File: src/design/bic_pkg.sv
package bic_pkg;

   // Size registers and config port
   localparam int CFG_W       = 11;
   localparam int CSR_INDEX_W = 8;
   localparam logic [CSR_INDEX_W-1:0] CSR_FRAME_WIDTH  = CSR_INDEX_W'(0);
   localparam logic [CSR_INDEX_W-1:0] CSR_FRAME_HEIGHT = CSR_INDEX_W'(1);
   localparam logic [CFG_W-1:0] FRAME_WIDTH_RESET  = CFG_W'(640);
   localparam logic [CFG_W-1:0] FRAME_HEIGHT_RESET = CFG_W'(480);

   // Stream payloads
   localparam int PIXEL_W     = 8;
   localparam int CTR_W       = 11;
   localparam int RSP_TDATA_W = 24;
   localparam int RSP_PAD_W   = RSP_TDATA_W - 2 * CTR_W;

endpackage

File: src/design/bic_front.sv
// Front end: raster position tracking and moment accumulation per pixel.
module bic_front import bic_pkg::*; #(
   parameter int MAX_WIDTH  = 1024,
   parameter int MAX_HEIGHT = 1024,
   parameter int COL_W      = $clog2(MAX_WIDTH),
   parameter int ROW_W      = $clog2(MAX_HEIGHT),
   parameter int CNT_W      = $clog2(MAX_WIDTH * MAX_HEIGHT + 1),
   parameter int CSUM_W     = CNT_W + COL_W,
   parameter int RSUM_W     = CNT_W + ROW_W
) (
   input  logic               clock,
   input  logic               reset,
   input  logic               accept,
   input  logic [PIXEL_W-1:0] pixel,
   input  logic [CFG_W-1:0]   frame_width,
   input  logic [CFG_W-1:0]   frame_height,
   output logic               push,
   output logic [CNT_W-1:0]   push_count,
   output logic [CSUM_W-1:0]  push_col_sum,
   output logic [RSUM_W-1:0]  push_row_sum
);

   localparam int WEFF_W = $clog2(MAX_WIDTH + 1);
   localparam int HEFF_W = $clog2(MAX_HEIGHT + 1);

   logic [COL_W-1:0]  col_ff, col_in;
   logic [ROW_W-1:0]  row_ff, row_in;
   logic [CNT_W-1:0]  cnt_ff, cnt_in, cnt_next;
   logic [CSUM_W-1:0] csum_ff, csum_in, csum_next;
   logic [RSUM_W-1:0] rsum_ff, rsum_in, rsum_next;
   logic [WEFF_W-1:0] w_eff;
   logic [HEFF_W-1:0] h_eff;
   logic              is_obj, row_end, frame_end;

   // Effective frame size: zero counts as one, large values saturate
   always_comb begin
      if (frame_width == '0) begin
         w_eff = WEFF_W'(1);
      end else if (32'(frame_width) > 32'(MAX_WIDTH)) begin
         w_eff = WEFF_W'(MAX_WIDTH);
      end else begin
         w_eff = WEFF_W'(frame_width);
      end
      if (frame_height == '0) begin
         h_eff = HEFF_W'(1);
      end else if (32'(frame_height) > 32'(MAX_HEIGHT)) begin
         h_eff = HEFF_W'(MAX_HEIGHT);
      end else begin
         h_eff = HEFF_W'(frame_height);
      end
   end

   // Row / frame end detect
   assign is_obj    = (pixel != '0);
   assign row_end   = (WEFF_W'(col_ff) + WEFF_W'(1)) >= w_eff;
   assign frame_end = row_end && ((HEFF_W'(row_ff) + HEFF_W'(1)) >= h_eff);

   // Moments including the current pixel
   assign cnt_next  = cnt_ff + CNT_W'(is_obj);
   assign csum_next = csum_ff + (is_obj ? CSUM_W'(col_ff) : '0);
   assign rsum_next = rsum_ff + (is_obj ? RSUM_W'(row_ff) : '0);

   always_comb begin
      col_in  = col_ff;
      row_in  = row_ff;
      cnt_in  = cnt_ff;
      csum_in = csum_ff;
      rsum_in = rsum_ff;
      if (accept) begin
         if (frame_end) begin
            col_in  = '0;
            row_in  = '0;
            cnt_in  = '0;
            csum_in = '0;
            rsum_in = '0;
         end else begin
            cnt_in  = cnt_next;
            csum_in = csum_next;
            rsum_in = rsum_next;
            if (row_end) begin
               col_in = '0;
               row_in = row_ff + ROW_W'(1);
            end else begin
               col_in = col_ff + COL_W'(1);
            end
         end
      end
   end

   always_ff @(posedge clock) begin
      if (reset) begin
         col_ff  <= '0;
         row_ff  <= '0;
         cnt_ff  <= '0;
         csum_ff <= '0;
         rsum_ff <= '0;
      end else begin
         col_ff  <= col_in;
         row_ff  <= row_in;
         cnt_ff  <= cnt_in;
         csum_ff <= csum_in;
         rsum_ff <= rsum_in;
      end
   end

   // Frame totals go to the queue on the last pixel
   assign push         = accept && frame_end;
   assign push_count   = cnt_next;
   assign push_col_sum = csum_next;
   assign push_row_sum = rsum_next;

endmodule

File: src/design/bic_fifo.sv
// Two-entry queue of frame totals between front and divider.
module bic_fifo #(
   parameter int DATA_W = 8
) (
   input  logic              clock,
   input  logic              reset,
   input  logic              push,
   input  logic [DATA_W-1:0] push_data,
   input  logic              pop,
   output logic              full,
   output logic              not_empty,
   output logic [DATA_W-1:0] pop_data
);

   logic [DATA_W-1:0] mem_ff [2];
   logic              wr_ptr_ff, wr_ptr_in;
   logic              rd_ptr_ff, rd_ptr_in;
   logic [1:0]        fill_ff, fill_in;

   assign full      = (fill_ff == 2'd2);
   assign not_empty = (fill_ff != 2'd0);
   assign pop_data  = mem_ff[rd_ptr_ff];

   always_comb begin
      wr_ptr_in = push ? ~wr_ptr_ff : wr_ptr_ff;
      rd_ptr_in = pop ? ~rd_ptr_ff : rd_ptr_ff;
      fill_in   = fill_ff + 2'(push) - 2'(pop);
   end

   always_ff @(posedge clock) begin
      if (reset) begin
         wr_ptr_ff <= 1'b0;
         rd_ptr_ff <= 1'b0;
         fill_ff   <= 2'd0;
      end else begin
         wr_ptr_ff <= wr_ptr_in;
         rd_ptr_ff <= rd_ptr_in;
         fill_ff   <= fill_in;
      end
   end

   // Payload storage, no reset
   always_ff @(posedge clock) begin
      if (push) begin
         mem_ff[wr_ptr_ff] <= push_data;
      end
   end

endmodule

File: src/design/bic_divide.sv
// Back end: two restoring dividers (column and row) in lockstep, one quotient
// bit per cycle each, then a result register held until taken.
module bic_divide import bic_pkg::*; #(
   parameter int CNT_W = 21,
   parameter int DIV_W = 31
) (
   input  logic             clock,
   input  logic             reset,
   input  logic             job_valid,
   input  logic [CNT_W-1:0] job_count,
   input  logic [DIV_W-1:0] job_col_sum,
   input  logic [DIV_W-1:0] job_row_sum,
   output logic             job_pop,
   output logic             rsp_valid,
   input  logic             rsp_ready,
   output logic [CTR_W-1:0] center_x,
   output logic [CTR_W-1:0] center_y,
   output logic             found
);

   localparam int STEP_W = $clog2(DIV_W);

   localparam logic [1:0] ST_IDLE = 2'd0;
   localparam logic [1:0] ST_DIV  = 2'd1;
   localparam logic [1:0] ST_DONE = 2'd2;

   logic [1:0]        state_ff, state_in;
   logic [STEP_W-1:0] step_ff, step_in;
   logic [CNT_W-1:0]  divisor_ff, divisor_in;
   logic [DIV_W-1:0]  qx_ff, qx_in, qy_ff, qy_in;
   logic [CNT_W-1:0]  remx_ff, remx_in, remy_ff, remy_in;
   logic [CTR_W-1:0]  cx_ff, cx_in, cy_ff, cy_in;
   logic              found_ff, found_in;
   logic [CNT_W:0]    trial_x, trial_y, diff_x, diff_y;
   logic              bit_x, bit_y;
   logic [DIV_W-1:0]  qx_step, qy_step;
   logic [CNT_W-1:0]  remx_step, remy_step;

   // One restoring step on each divider; no borrow means the divisor fits
   always_comb begin
      trial_x   = {remx_ff, qx_ff[DIV_W-1]};
      trial_y   = {remy_ff, qy_ff[DIV_W-1]};
      diff_x    = trial_x - {1'b0, divisor_ff};
      diff_y    = trial_y - {1'b0, divisor_ff};
      bit_x     = !diff_x[CNT_W];
      bit_y     = !diff_y[CNT_W];
      remx_step = bit_x ? diff_x[CNT_W-1:0] : trial_x[CNT_W-1:0];
      remy_step = bit_y ? diff_y[CNT_W-1:0] : trial_y[CNT_W-1:0];
      qx_step   = {qx_ff[DIV_W-2:0], bit_x};
      qy_step   = {qy_ff[DIV_W-2:0], bit_y};
   end

   assign job_pop = (state_ff == ST_IDLE) && job_valid;

   // Sequencer
   always_comb begin
      state_in   = state_ff;
      step_in    = step_ff;
      divisor_in = divisor_ff;
      qx_in      = qx_ff;
      qy_in      = qy_ff;
      remx_in    = remx_ff;
      remy_in    = remy_ff;
      cx_in      = cx_ff;
      cy_in      = cy_ff;
      found_in   = found_ff;
      unique case (state_ff)
         ST_IDLE: begin
            if (job_valid) begin
               divisor_in = job_count;
               qx_in      = job_col_sum;
               qy_in      = job_row_sum;
               remx_in    = '0;
               remy_in    = '0;
               step_in    = STEP_W'(DIV_W - 1);
               if (job_count == '0) begin
                  // empty frame: no object pixels
                  cx_in    = '1;
                  cy_in    = '1;
                  found_in = 1'b0;
                  state_in = ST_DONE;
               end else begin
                  state_in = ST_DIV;
               end
            end
         end
         ST_DIV: begin
            qx_in   = qx_step;
            qy_in   = qy_step;
            remx_in = remx_step;
            remy_in = remy_step;
            step_in = step_ff - STEP_W'(1);
            if (step_ff == '0) begin
               cx_in    = CTR_W'(qx_step);
               cy_in    = CTR_W'(qy_step);
               found_in = 1'b1;
               state_in = ST_DONE;
            end
         end
         ST_DONE: begin
            if (rsp_ready) begin
               state_in = ST_IDLE;
            end
         end
         default: begin
            state_in = ST_IDLE;
         end
      endcase
   end

   always_ff @(posedge clock) begin
      if (reset) begin
         state_ff <= ST_IDLE;
      end else begin
         state_ff <= state_in;
      end
   end

   // Datapath registers, no reset
   always_ff @(posedge clock) begin
      step_ff    <= step_in;
      divisor_ff <= divisor_in;
      qx_ff      <= qx_in;
      qy_ff      <= qy_in;
      remx_ff    <= remx_in;
      remy_ff    <= remy_in;
      cx_ff      <= cx_in;
      cy_ff      <= cy_in;
      found_ff   <= found_in;
   end

   assign rsp_valid = (state_ff == ST_DONE);
   assign center_x  = cx_ff;
   assign center_y  = cy_ff;
   assign found     = found_ff;

endmodule

File: src/design/binary_image_centroid_unit.sv
// Channel  Dir  Payload                                     Handshake
// req_     in   tdata: pixel[7:0]                           tvalid/tready
// rsp_     out  tdata: center_x, center_y, pad; tuser:found tvalid/tready
// csr_     in   index 0 frame_width, 1 frame_height         valid/ready
//
// Pixels are taken one per cycle; req_tready drops only while both queue
// entries hold frame totals waiting for the divider.
// rsp_tvalid rises once the divider has worked through a frame's totals taken from
// the queue; an empty frame skips the division and goes straight to the result.
// The divider takes a new frame only after the previous result has been taken.
// Reset is synchronous and active high; it clears position, sums, queue and
// restores the size registers to 640 x 480. A stalled rsp_ holds its word.
module binary_image_centroid_unit import bic_pkg::*; #(
   parameter int MAX_WIDTH  = 1024,
   parameter int MAX_HEIGHT = 1024
) (
   input  logic                   clock,
   input  logic                   reset,
   input  logic                   req_tvalid,
   output logic                   req_tready,
   input  logic [PIXEL_W-1:0]     req_tdata,   // [7:0] pixel
   output logic                   rsp_tvalid,
   input  logic                   rsp_tready,
   output logic [RSP_TDATA_W-1:0] rsp_tdata,   // [10:0] center_x, [21:11] center_y, pad
   output logic                   rsp_tuser,   // [0] found
   input  logic                   csr_valid,
   output logic                   csr_ready,
   input  logic [CSR_INDEX_W-1:0] csr_index,
   input  logic [CFG_W-1:0]       csr_data
);

   localparam int COL_W  = $clog2(MAX_WIDTH);
   localparam int ROW_W  = $clog2(MAX_HEIGHT);
   localparam int CNT_W  = $clog2(MAX_WIDTH * MAX_HEIGHT + 1);
   localparam int CSUM_W = CNT_W + COL_W;
   localparam int RSUM_W = CNT_W + ROW_W;
   localparam int DIV_W  = (CSUM_W > RSUM_W) ? CSUM_W : RSUM_W;
   localparam int Q_W    = CNT_W + CSUM_W + RSUM_W;

   logic [CFG_W-1:0]  width_ff, width_in, height_ff, height_in;
   logic              accept, push, pop, q_full, q_not_empty;
   logic [CNT_W-1:0]  push_count;
   logic [CSUM_W-1:0] push_col_sum;
   logic [RSUM_W-1:0] push_row_sum;
   logic [Q_W-1:0]    q_rd_data;
   logic [CTR_W-1:0]  center_x, center_y;

   // Size registers
   assign csr_ready = 1'b1;

   always_comb begin
      width_in  = width_ff;
      height_in = height_ff;
      if (csr_valid) begin
         unique case (csr_index)
            CSR_FRAME_WIDTH:  width_in  = csr_data;
            CSR_FRAME_HEIGHT: height_in = csr_data;
            default: ;
         endcase
      end
   end

   always_ff @(posedge clock) begin
      if (reset) begin
         width_ff  <= FRAME_WIDTH_RESET;
         height_ff <= FRAME_HEIGHT_RESET;
      end else begin
         width_ff  <= width_in;
         height_ff <= height_in;
      end
   end

   assign req_tready = !q_full;
   assign accept     = req_tvalid && req_tready;

   bic_front #(
      .MAX_WIDTH  (MAX_WIDTH),
      .MAX_HEIGHT (MAX_HEIGHT),
      .COL_W      (COL_W),
      .ROW_W      (ROW_W),
      .CNT_W      (CNT_W),
      .CSUM_W     (CSUM_W),
      .RSUM_W     (RSUM_W)
   ) front_inst (
      .clock        (clock),
      .reset        (reset),
      .accept       (accept),
      .pixel        (req_tdata),
      .frame_width  (width_ff),
      .frame_height (height_ff),
      .push         (push),
      .push_count   (push_count),
      .push_col_sum (push_col_sum),
      .push_row_sum (push_row_sum)
   );

   bic_fifo #(
      .DATA_W (Q_W)
   ) queue_inst (
      .clock     (clock),
      .reset     (reset),
      .push      (push),
      .push_data ({push_row_sum, push_col_sum, push_count}),
      .pop       (pop),
      .full      (q_full),
      .not_empty (q_not_empty),
      .pop_data  (q_rd_data)
   );

   bic_divide #(
      .CNT_W (CNT_W),
      .DIV_W (DIV_W)
   ) divide_inst (
      .clock       (clock),
      .reset       (reset),
      .job_valid   (q_not_empty),
      .job_count   (q_rd_data[CNT_W-1:0]),
      .job_col_sum (DIV_W'(q_rd_data[CNT_W+CSUM_W-1:CNT_W])),
      .job_row_sum (DIV_W'(q_rd_data[Q_W-1:CNT_W+CSUM_W])),
      .job_pop     (pop),
      .rsp_valid   (rsp_tvalid),
      .rsp_ready   (rsp_tready),
      .center_x    (center_x),
      .center_y    (center_y),
      .found       (rsp_tuser)
   );

   assign rsp_tdata = {RSP_PAD_W'(0), center_y, center_x};

endmodule

File: config.mk
export PLATFORM = sky130hd
export DESIGN_NAME = binary_image_centroid_unit
export DESIGN_NICKNAME = d
export VERILOG_FILES = /design/src/design/bic_pkg.sv /design/src/design/bic_front.sv /design/src/design/bic_fifo.sv /design/src/design/bic_divide.sv /design/src/design/binary_image_centroid_unit.sv
export SDC_FILE = /design/constraint.sdc
export NUM_CORES = 1
export LEC_CHECK = 0
export BUFFER_PORTS_ARGS = -buffer_cell sky130_fd_sc_hd__buf_2
export CORE_MARGIN = 5
export CORE_UTILIZATION = 40
export CTS_BUF_LIST = sky130_fd_sc_hd__clkbuf_16
export CTS_CLUSTER_DIAMETER = 30
export DETAILED_ROUTE_END_ITERATION = 10
export GPL_ROUTABILITY_DRIVEN = 0
export PLACE_DENSITY = 0.6
export SYNTH_ARGS = -nofsm -noshare
export SYNTH_HDL_FRONTEND = slang
export SYNTH_HIERARCHICAL = 1
export SYNTH_SLANG_ARGS = --single-unit
File: constraint.sdc
create_clock -name clock -period 6.75 [get_ports clock]
set_input_delay 1.0125 -clock clock [delete_from_list [all_inputs] [get_ports clock]]
set_output_delay 1.0125 -clock clock [all_outputs]
set_load 0.02 [all_outputs]
==> summary.md, run 1 <==
| Metric | Value |
|---|---|
| Status | finished, final reports clean |
| Largest net degree at the start of global routing | 74 |
| Kind of launch point of the worst setup path | register |
| Share of flip-flops with an asynchronous set or reset after synthesis | 0% |
| Count of pins on the block boundary | 60 |
| Detailed router's first-iteration violation count | 976 |
| Top cells by area, synth | edfxtp_1 (41%), dfxtp_1 (11%), nand2_1 (5.1%) |
| Worst slew margin relative to its limit | 31.8% |
| Via count of the first global-routing pass | 16.7k |
| Global-route usage over all layers | between 15 and 20% |
| Setup repair after global routing missed its margin | false |
| Sum of routed wire length over all layers | roughly 54,000 µm |
| Total overflow reported by the global router | 0 |
| Final antenna-violating net count | 0 |
| Multiplexer share of the synthesized area | between 6 and 7% |
| Classification of the worst-slack hold path | reg2reg |
| Via density | 5.36 |
| Placed wire-length estimate | between 30,000 and 40,000 µm |
| Largest family of logic cells by synthesized area | simple AND/OR/NAND/NOR gates |
| Sequential fraction of the synthesis area | 51.9% |
| Adder and majority cell fraction of the synthesized area | around 5.2% |
| Antenna violations before repair | 0 |
| CTS clock-pin slew for the worst setup and hold paths | 0.05 ns |
| Number of diodes | 0 |
| Chip Height | 253 µm |
| Fillers | 5,314 |
| Clk_skew | about 0.020 ns |
| Hold Worst Slack | 0.482 ns |
| Fraction of the cycle the final worst path needs | 70.0% |
| H-tree depth | 3 |
| Top cell family by delay on the critical path | buffers and inverters |
| Endpoint kind of the worst setup timing path | register |
| Final Hold Vio Count | 0 |
| Number of unique standard cell types used by synthesis | 91 |
| Number of detailed-route iterations in the first pass | 5 |
| Largest area contributor in the synthesized netlist | edfxtp_1 |
| Max capacitance violation total | 0 |
| Die span in x | 253 µm |
| Internal Pwr Total | 0.00806 W |
| Highest ir drop seen on vdd | 0.000408 V |
| Fraction of the mapped netlist area in compound gates | between 10% and 20% |
| Layout overhead on the synthesized area | 17.6% |
| Maximum count of clock buffers along a single path | 3 |
| DRC Markers | 0 |
| Ratio of cells with drive above 1 in the final layout | 15.1% |
| Post-CTS sizing | 0 |
| Final TNS setup | 0 ns |
| Most used flip-flop cell after synthesis | edfxtp_1 |
| Initial core utilization | around 40% |
| Worst-Skew Late Latency | 0.62 ns |
| Switching power as a share of total power | 32.9% |
| DIE AREA | 63,900 µm² |
| PwrDens | 434 nW/µm² |
| Routed wire length per instance | 17.5 µm |
| Total of endpoints with negative setup slack in the final report | 0 |
| Achievable clock frequency | 212 MHz |
| Clock share of power | 38.6% |
| Reported leakage power | 10.9 nW |
| Gate power share | about 29% |
| Post-synthesis register bit count | roughly 450 |
| Layout net count | approximately 2.4k |
| Buffers added on ports | 56 |
| Clock tree from TritonCTS | done |
| Category of the most critical setup path | reg2reg |
| Number of hold-repair buffers added at the cts stage | 0 |
| Maximum single-stage delay on the critical path | 0.63 ns |
| Yosys Warn Count | 6 |
| Required arrival time at the worst endpoint | 6.98 ns |
| Worst Path Max Fanout | 45 |
| Share of total power in sequential cells | 32.3% |
| Count of flip-flops with a built-in enable after synthesis | 319 |
| Worst Path Arrival | ~5.0 ns |
| Net load switching power | between 0.003 and 0.004 W |
| Share of Yosys cell area claimed by the top area cell type | 40.7% |
| Total CTS buffers | 97 |
| Standard-cell rows | just under 90 |
| CP Depth | 15 |
| Depth of the worst register-to-register path | 15 |
| Wire length of the first global-routing pass | 87,200 µm |
| Post CTS Setup Buffer Count | 0 |
| Routed vias | 16.6k |
| Minimum clock period after layout | 4.72 ns |
| Synth Area in Simple Gates | 15.7% |
| Cell at the root of the clock tree | clkbuf_16 |
| Transition time of the tightest slew-check pin | 1.02 ns |
| Cells after synthesis | 2,175 |
| Cells on Worst Hold Path | 1 |
| Netlist Area Pre-Place | 23,600 µm² |
| Cells along the critical path | ha_1 -> inv_1 -> nor2_1 -> and3_1 -> and3_1 -> xor2_1 -> ha_1 -> a21o_1 -> a211oi_2 -> a21boi_1 -> a211o_1 -> nor2_1 -> nor2b_4 -> buf_4 -> buf_4 |
| Cell at the slowest stage of the critical path | buf_4 |
| Clock sinks | 451 |
| Critical path buffers and inverters | 3 |
| Total count of max-transition violations in the final report | 0 |
| Synthesized area divided by synthesized cell count | 10.8 µm² |
| Area of the core | 58,700 µm² |
| Xor/xnor share of the synthesized area | 5.19% |
-- cells in the mapped netlist, types with 30 or more instances --
| library cell | instances |
|---|---|
| nand2_1 | 322 |
| edfxtp_1 | 319 |
| dfxtp_1 | 132 |
| a21oi_1 | 122 |
| nor2_1 | 97 |
| o21ai_0 | 94 |
| ha_1 | 92 |
| xnor2_1 | 86 |
| nand3_1 | 80 |
| inv_1 | 74 |
| mux2_4 | 70 |
| clkbuf_1 | 67 |
| xor2_1 | 51 |
| nand2b_1 | 47 |
| nand4_1 | 33 |
| and3_1 | 30 |
| or3_1 | 30 |
-- per-stage QoR --
step	instances	cell area [µm²]	setup WS (ns)	total power, W	utilization (%)
floorplan	2176	23600	1.29	0.00657	-
global placement	2915	24400	2.23	0.00734	41.6
detailed placement	2915	24400	2.08	0.00740	41.6
CTS	3099	27700	2.04	0.0121	47.2
global route	3099	27700	1.76	0.0127	47.2
finish	3099	27700	2.03	0.0120	47.2
-- power by group through the flow --
stage / registers (W) / logic [W] / clock network, W
floorplan: 0.00383 / 0.00274 / 0
global placement: 0.00391 / 0.00343 / 0
detailed placement: 0.00393 / 0.00348 / 0
CTS: 0.00388 / 0.00349 / 0.00472
global route: 0.00392 / 0.00387 / 0.00490
finish: 0.00388 / 0.00350 / 0.00464
-- flip-flops by register name, indices dropped and copies added (netlist names), 5 cells and up, named ones only --
| name | count |
|---|---|
| queue_inst/mem_ff | 166 |
| divide_inst/qx_ff | 31 |
| divide_inst/qy_ff | 31 |
| front_inst/csum_ff | 31 |
| front_inst/rsum_ff | 31 |
| divide_inst/divisor_ff | 21 |
| divide_inst/remx_ff | 21 |
| divide_inst/remy_ff | 21 |
| front_inst/cnt_ff | 21 |
| divide_inst/center_x | 11 |
| divide_inst/center_y | 11 |
| height_ff | 11 |
| width_ff | 11 |
| front_inst/col_ff | 10 |
| front_inst/row_ff | 10 |
| divide_inst/step_ff | 5 |
-- routing by layer --
metal / GRT usage [%] / share of wire [%] / vias up
li1: - / - / 8101
met1: 22.3 / 46 / 8021
met2: 27.4 / 47 / 383
met3: 3.23 / 4.6 / 107
met4: 5.17 / 2.4 / 0
met5: 0 / 0 / -
-- final timing paths --
kind / slack [ns] / startpoint / to
hold / removal: 0.48 / front_inst/csum_ff[8] / front_inst/csum_ff[8]
hold reg to reg: 0.48 / front_inst/csum_ff[8] / front_inst/csum_ff[8]
setup / recovery: 2.03 / front_inst/col_ff[0] / queue_inst/mem_ff[0][64]
setup reg to reg: 2.03 / front_inst/col_ff[0] / queue_inst/mem_ff[0][64]
-- cell usage in the layout, fill, tap and decap left out, types with 11 or more instances in the layout --
cell | Yosys | final
nand4_1 | 33 | 33
a22o_1 | 29 | 29
bufinv_16 | 0 | 13
nor3_1 | 21 | 20
buf_4 | 5 | 17
xnor2_1 | 86 | 86
dfxtp_1 | 132 | 131
a21oi_1 | 122 | 122
nand2_1 | 322 | 322
nand2b_1 | 47 | 46
xor2_1 | 51 | 51
nand3_1 | 80 | 80
and2_1 | 28 | 27
buf_2 | 14 | 56
o21ai_1 | 14 | 15
mux2i_1 | 23 | 23
o21a_1 | 16 | 16
clkbuf_16 | 0 | 100
a21o_1 | 22 | 22
a31o_2 | 11 | 11
nor2b_1 | 19 | 18
inv_1 | 74 | 90
edfxtp_1 | 319 | 319
mux2_4 | 70 | 70
and3_1 | 30 | 30
mux2_2 | 13 | 13
clkinv_2 | 0 | 16
clkinv_1 | 2 | 22
or3_1 | 30 | 30
nor2_1 | 97 | 95
ha_1 | 92 | 92
o31ai_1 | 23 | 23
nor4_1 | 20 | 20
o21ai_0 | 94 | 93
a211oi_1 | 11 | 11
o211ai_1 | 17 | 17
-- final cells by class --
class	instances	area, µm²	area share, %
inverter	76	287	1.03
timing repair buffer	73	408	1.47
sequential	451	12200	44.1
tap	773	967	3.49
clock buffer	100	2500	9.03
multi-input combinational	1542	10500	38.0
clock inverter	84	786	2.84
-- cells by family (layout without fill, tap and decap cells) --
kind of cell / count (synthesis) / in the layout
flops: 451 / 451
xor+xnor: 138 / 138
other cells: 2 / 3
mux: 106 / 106
simple gates: 765 / 765
fa+ha+maj: 96 / 96
compound gates: 434 / 434
buf+inv: 183 / 333
No activity file was read; power rests on OpenSTA's default activity.
==> inputs of run 2 (changes only) <==
- clock period: 6.75 -> 3.9 ns (I/O delays scaled with it)
==> run 2 against run 1 <==
Clock power grew 85%. Setup slack lost 1.8 ns. Non-clock buffer count grew 28. Critical path type unchanged.
==> summary.md, run 2 (same netlist as run 1, synthesis figures left out) <==
| Metric | Value |
|---|---|
| Status | finished, final reports clean |
| Fraction of the cycle the final worst path needs | between 90% and 100% |
| Ratio of cells with drive above 1 in the final layout | 17.4% |
| Hold Worst Slack | ~0.24 ns |
| Depth of the worst register-to-register path | 12 |
| Gate power share | 29.2% |
| DIE AREA | 63,900 µm² |
| Largest net degree at the start of global routing | 111 |
| Layout net count | 2,401 |
| Post-CTS sizing | 0 |
| Buffers added on ports | 56 |
| Antenna violations before repair | 1 |
| Placed wire-length estimate | 37,300 µm |
| Required arrival time at the worst endpoint | 4.46 ns |
| Layout overhead on the synthesized area | 20.3% |
| Total of endpoints with negative setup slack in the final report | 0 |
| Detailed router's first-iteration violation count | 1,072 |
| Clock sinks | 451 |
| Initial core utilization | 40.1% |
| DRC Markers | 0 |
| Final core utilization | 48.3% |
| Highest-count cells in the layout ignoring fill and taps | nand2_1 (321), edfxtp_1 (319), dfxtp_1 (127) |
| Most common cell after layout, fill and taps aside | nand2_1 |
| Highest ir drop seen on vdd | 0.000820 V |
| Share of total power in sequential cells | 30.9% |
| Clk_skew | around 0.023 ns |
| Capturing instance or port of the critical path | front_inst/csum_ff[26] |
| Cell at the root of the clock tree | clkbuf_16 |
| R2R Setup Slk | 0.21 ns |
| Minimum clock period after layout | 3.69 ns |
| Achievable clock frequency | 271 MHz |
| Area of the core | 58,700 µm² |
| Total CTS buffers | 100 |
| CTS clock-pin slew for the worst setup and hold paths | ~0.040 ns |
| Number of hold-repair buffers added at the cts stage | 0 |
| Maximum count of clock buffers along a single path | 3 |
| Startpoint of the worst setup timing path | front_inst/row_ff[0] |
| Critical R2R Launch | front_inst/row_ff[0] |
| Via count of the first global-routing pass | 17.0k |
| Post CTS Setup Buffer Count | 0 |
| Final antenna-violating net count | 0 |
| Internal Pwr Total | 0.0145 W |
| Clock share of power | 39.9% |
| Register with the most flip-flops | queue_inst/mem_ff |
| Setup repair after global routing missed its margin | false |
| Net load switching power | 0.00703 W |
| PwrDens | 758 nW/µm² |
| Via density | around 5.4 |
| Kind of launch point of the worst setup path | register |
| Fillers | between 5k and 6k |
| Endpoint kind of the worst setup timing path | register |
| Area used by sequential logic in the layout | 12,200 µm² |
| Die span in x | 253 µm |
| Worst slew margin relative to its limit | 39.2% |
| Standard-cell rows | 89 |
| Reported leakage power | 11.1 nW |
| Flip-flop count of the largest register, all copies and words added | 166 |
| Classification of the worst-slack hold path | in2reg |
| Number of detailed-route iterations in the first pass | 5 |
| Global-route usage over all layers | 16.9% |
| Max capacitance violation total | 0 |
| Total count of max-transition violations in the final report | 0 |
| Wire length of the first global-routing pass | around 89,000 µm |
| Final Hold Vio Count | 0 |
| Worst-Skew Late Latency | 0.63 ns |
| Worst Path Max Fanout | 14 |
| Total overflow reported by the global router | 0 |
| Switching power as a share of total power | 32.7% |
| Clock tree from TritonCTS | done |
| Number of diodes | 0 |
| Worst Path Arrival | around 4.3 ns |
| Total area of multi-input combinational cells | 10,600 µm² |
| Routed vias | 16.8k |
| Count of pins on the block boundary | 60 |
| Transition time of the tightest slew-check pin | 0.912 ns |
| H-tree depth | 3 |
| Chip Height | 253 µm |
| Routed wire length per instance | 17.6 µm |
| R2r endpoint | front_inst/csum_ff[26] |
| Sum of routed wire length over all layers | 55,000 µm |
| Category of the most critical setup path | reg2reg |
-- run 2: changes by cell type in the layout (fill, tap and decap cells not counted), moves of 4 or more --
cell / previous run / this run
clkinv_4: 4 / 9
buf_4: 17 / 36
inv_1: 90 / 86
buf_12: 0 / 9
bufinv_16: 13 / 17
clkinv_1: 22 / 17
dfxtp_1: 131 / 127
-- run 2: worst max-delay path, stage by stage (launching register included) --
cell	delay (ns)
dfxtp_1	0.42
and3_1	0.26
and3_1	0.24
and3_1	0.25
xor2_1	0.18
ha_1	0.26
and3_1	0.20
a221o_1	0.31
a41oi_2	0.20
o21ai_2	0.28
a211o_2	0.57
or3_1	0.35
o21ai_1	0.08
-- run 2: stage by stage --
step | std cells | power (W) | setup TNS (ns) | area (µm²) | setup WS [ns]
after floorplan | 2176 | 0.0114 | -6.67 | 23600 | -0.0804
after global placement | 2943 | 0.0128 | 0 | 24800 | 0.208
after detailed placement | 2943 | 0.0129 | 0 | 24800 | 0.148
after CTS | 3133 | 0.0216 | 0 | 28300 | 0.214
after global routing | 3134 | 0.0227 | 0 | 28300 | 0.00157
final | 3134 | 0.0215 | 0 | 28300 | 0.213
-- run 2: how the worst min path moves through the flow --
stage / startpoint / end / slack (ns) / cells past startpoint
6_report: csr_data[5] / height_ff[5] / 0.24 / 3
5_1_grt: csr_data[8] / width_ff[8] / 0.23 / 3
4_1_cts: csr_data[9] / height_ff[9] / 0.19 / 3
3_5_place_dp: front_inst/rsum_ff[0] / front_inst/rsum_ff[0] / 0.47 / 1
3_3_place_gp: front_inst/rsum_ff[26] / front_inst/rsum_ff[26] / 0.47 / 2
2_1_floorplan: front_inst/csum_ff[0] / front_inst/csum_ff[0] / 0.46 / 1
-- run 2: power groups by stage --
stage,clock network (W),logic [W],registers [W]
floorplan,0,0.00476,0.00661
global placement,0,0.00614,0.00670
detailed placement,0,0.00621,0.00671
CTS,0.00876,0.00624,0.00664
global route,0.00902,0.00694,0.00671
finish,0.00858,0.00627,0.00664
-- run 2: metal layers --
metal  vias up  track usage (%)  wire length [µm]
met3       120             3.34              2450
met1      8107             22.3             25100
li1       8188                -                 -
met5         -                0                 0
met2       398             28.0             26000
met4         0             5.98              1480
-- run 2: area by class of cell --
class | instances | area share (%)
clock buffers | 102 | 9.01
flip-flops and latches | 451 | 43.2
well taps | 773 | 3.41
clock inverters | 88 | 3.45
inverters | 76 | 1.02
multi-input cells | 1543 | 37.4
repair buffers | 101 | 2.58
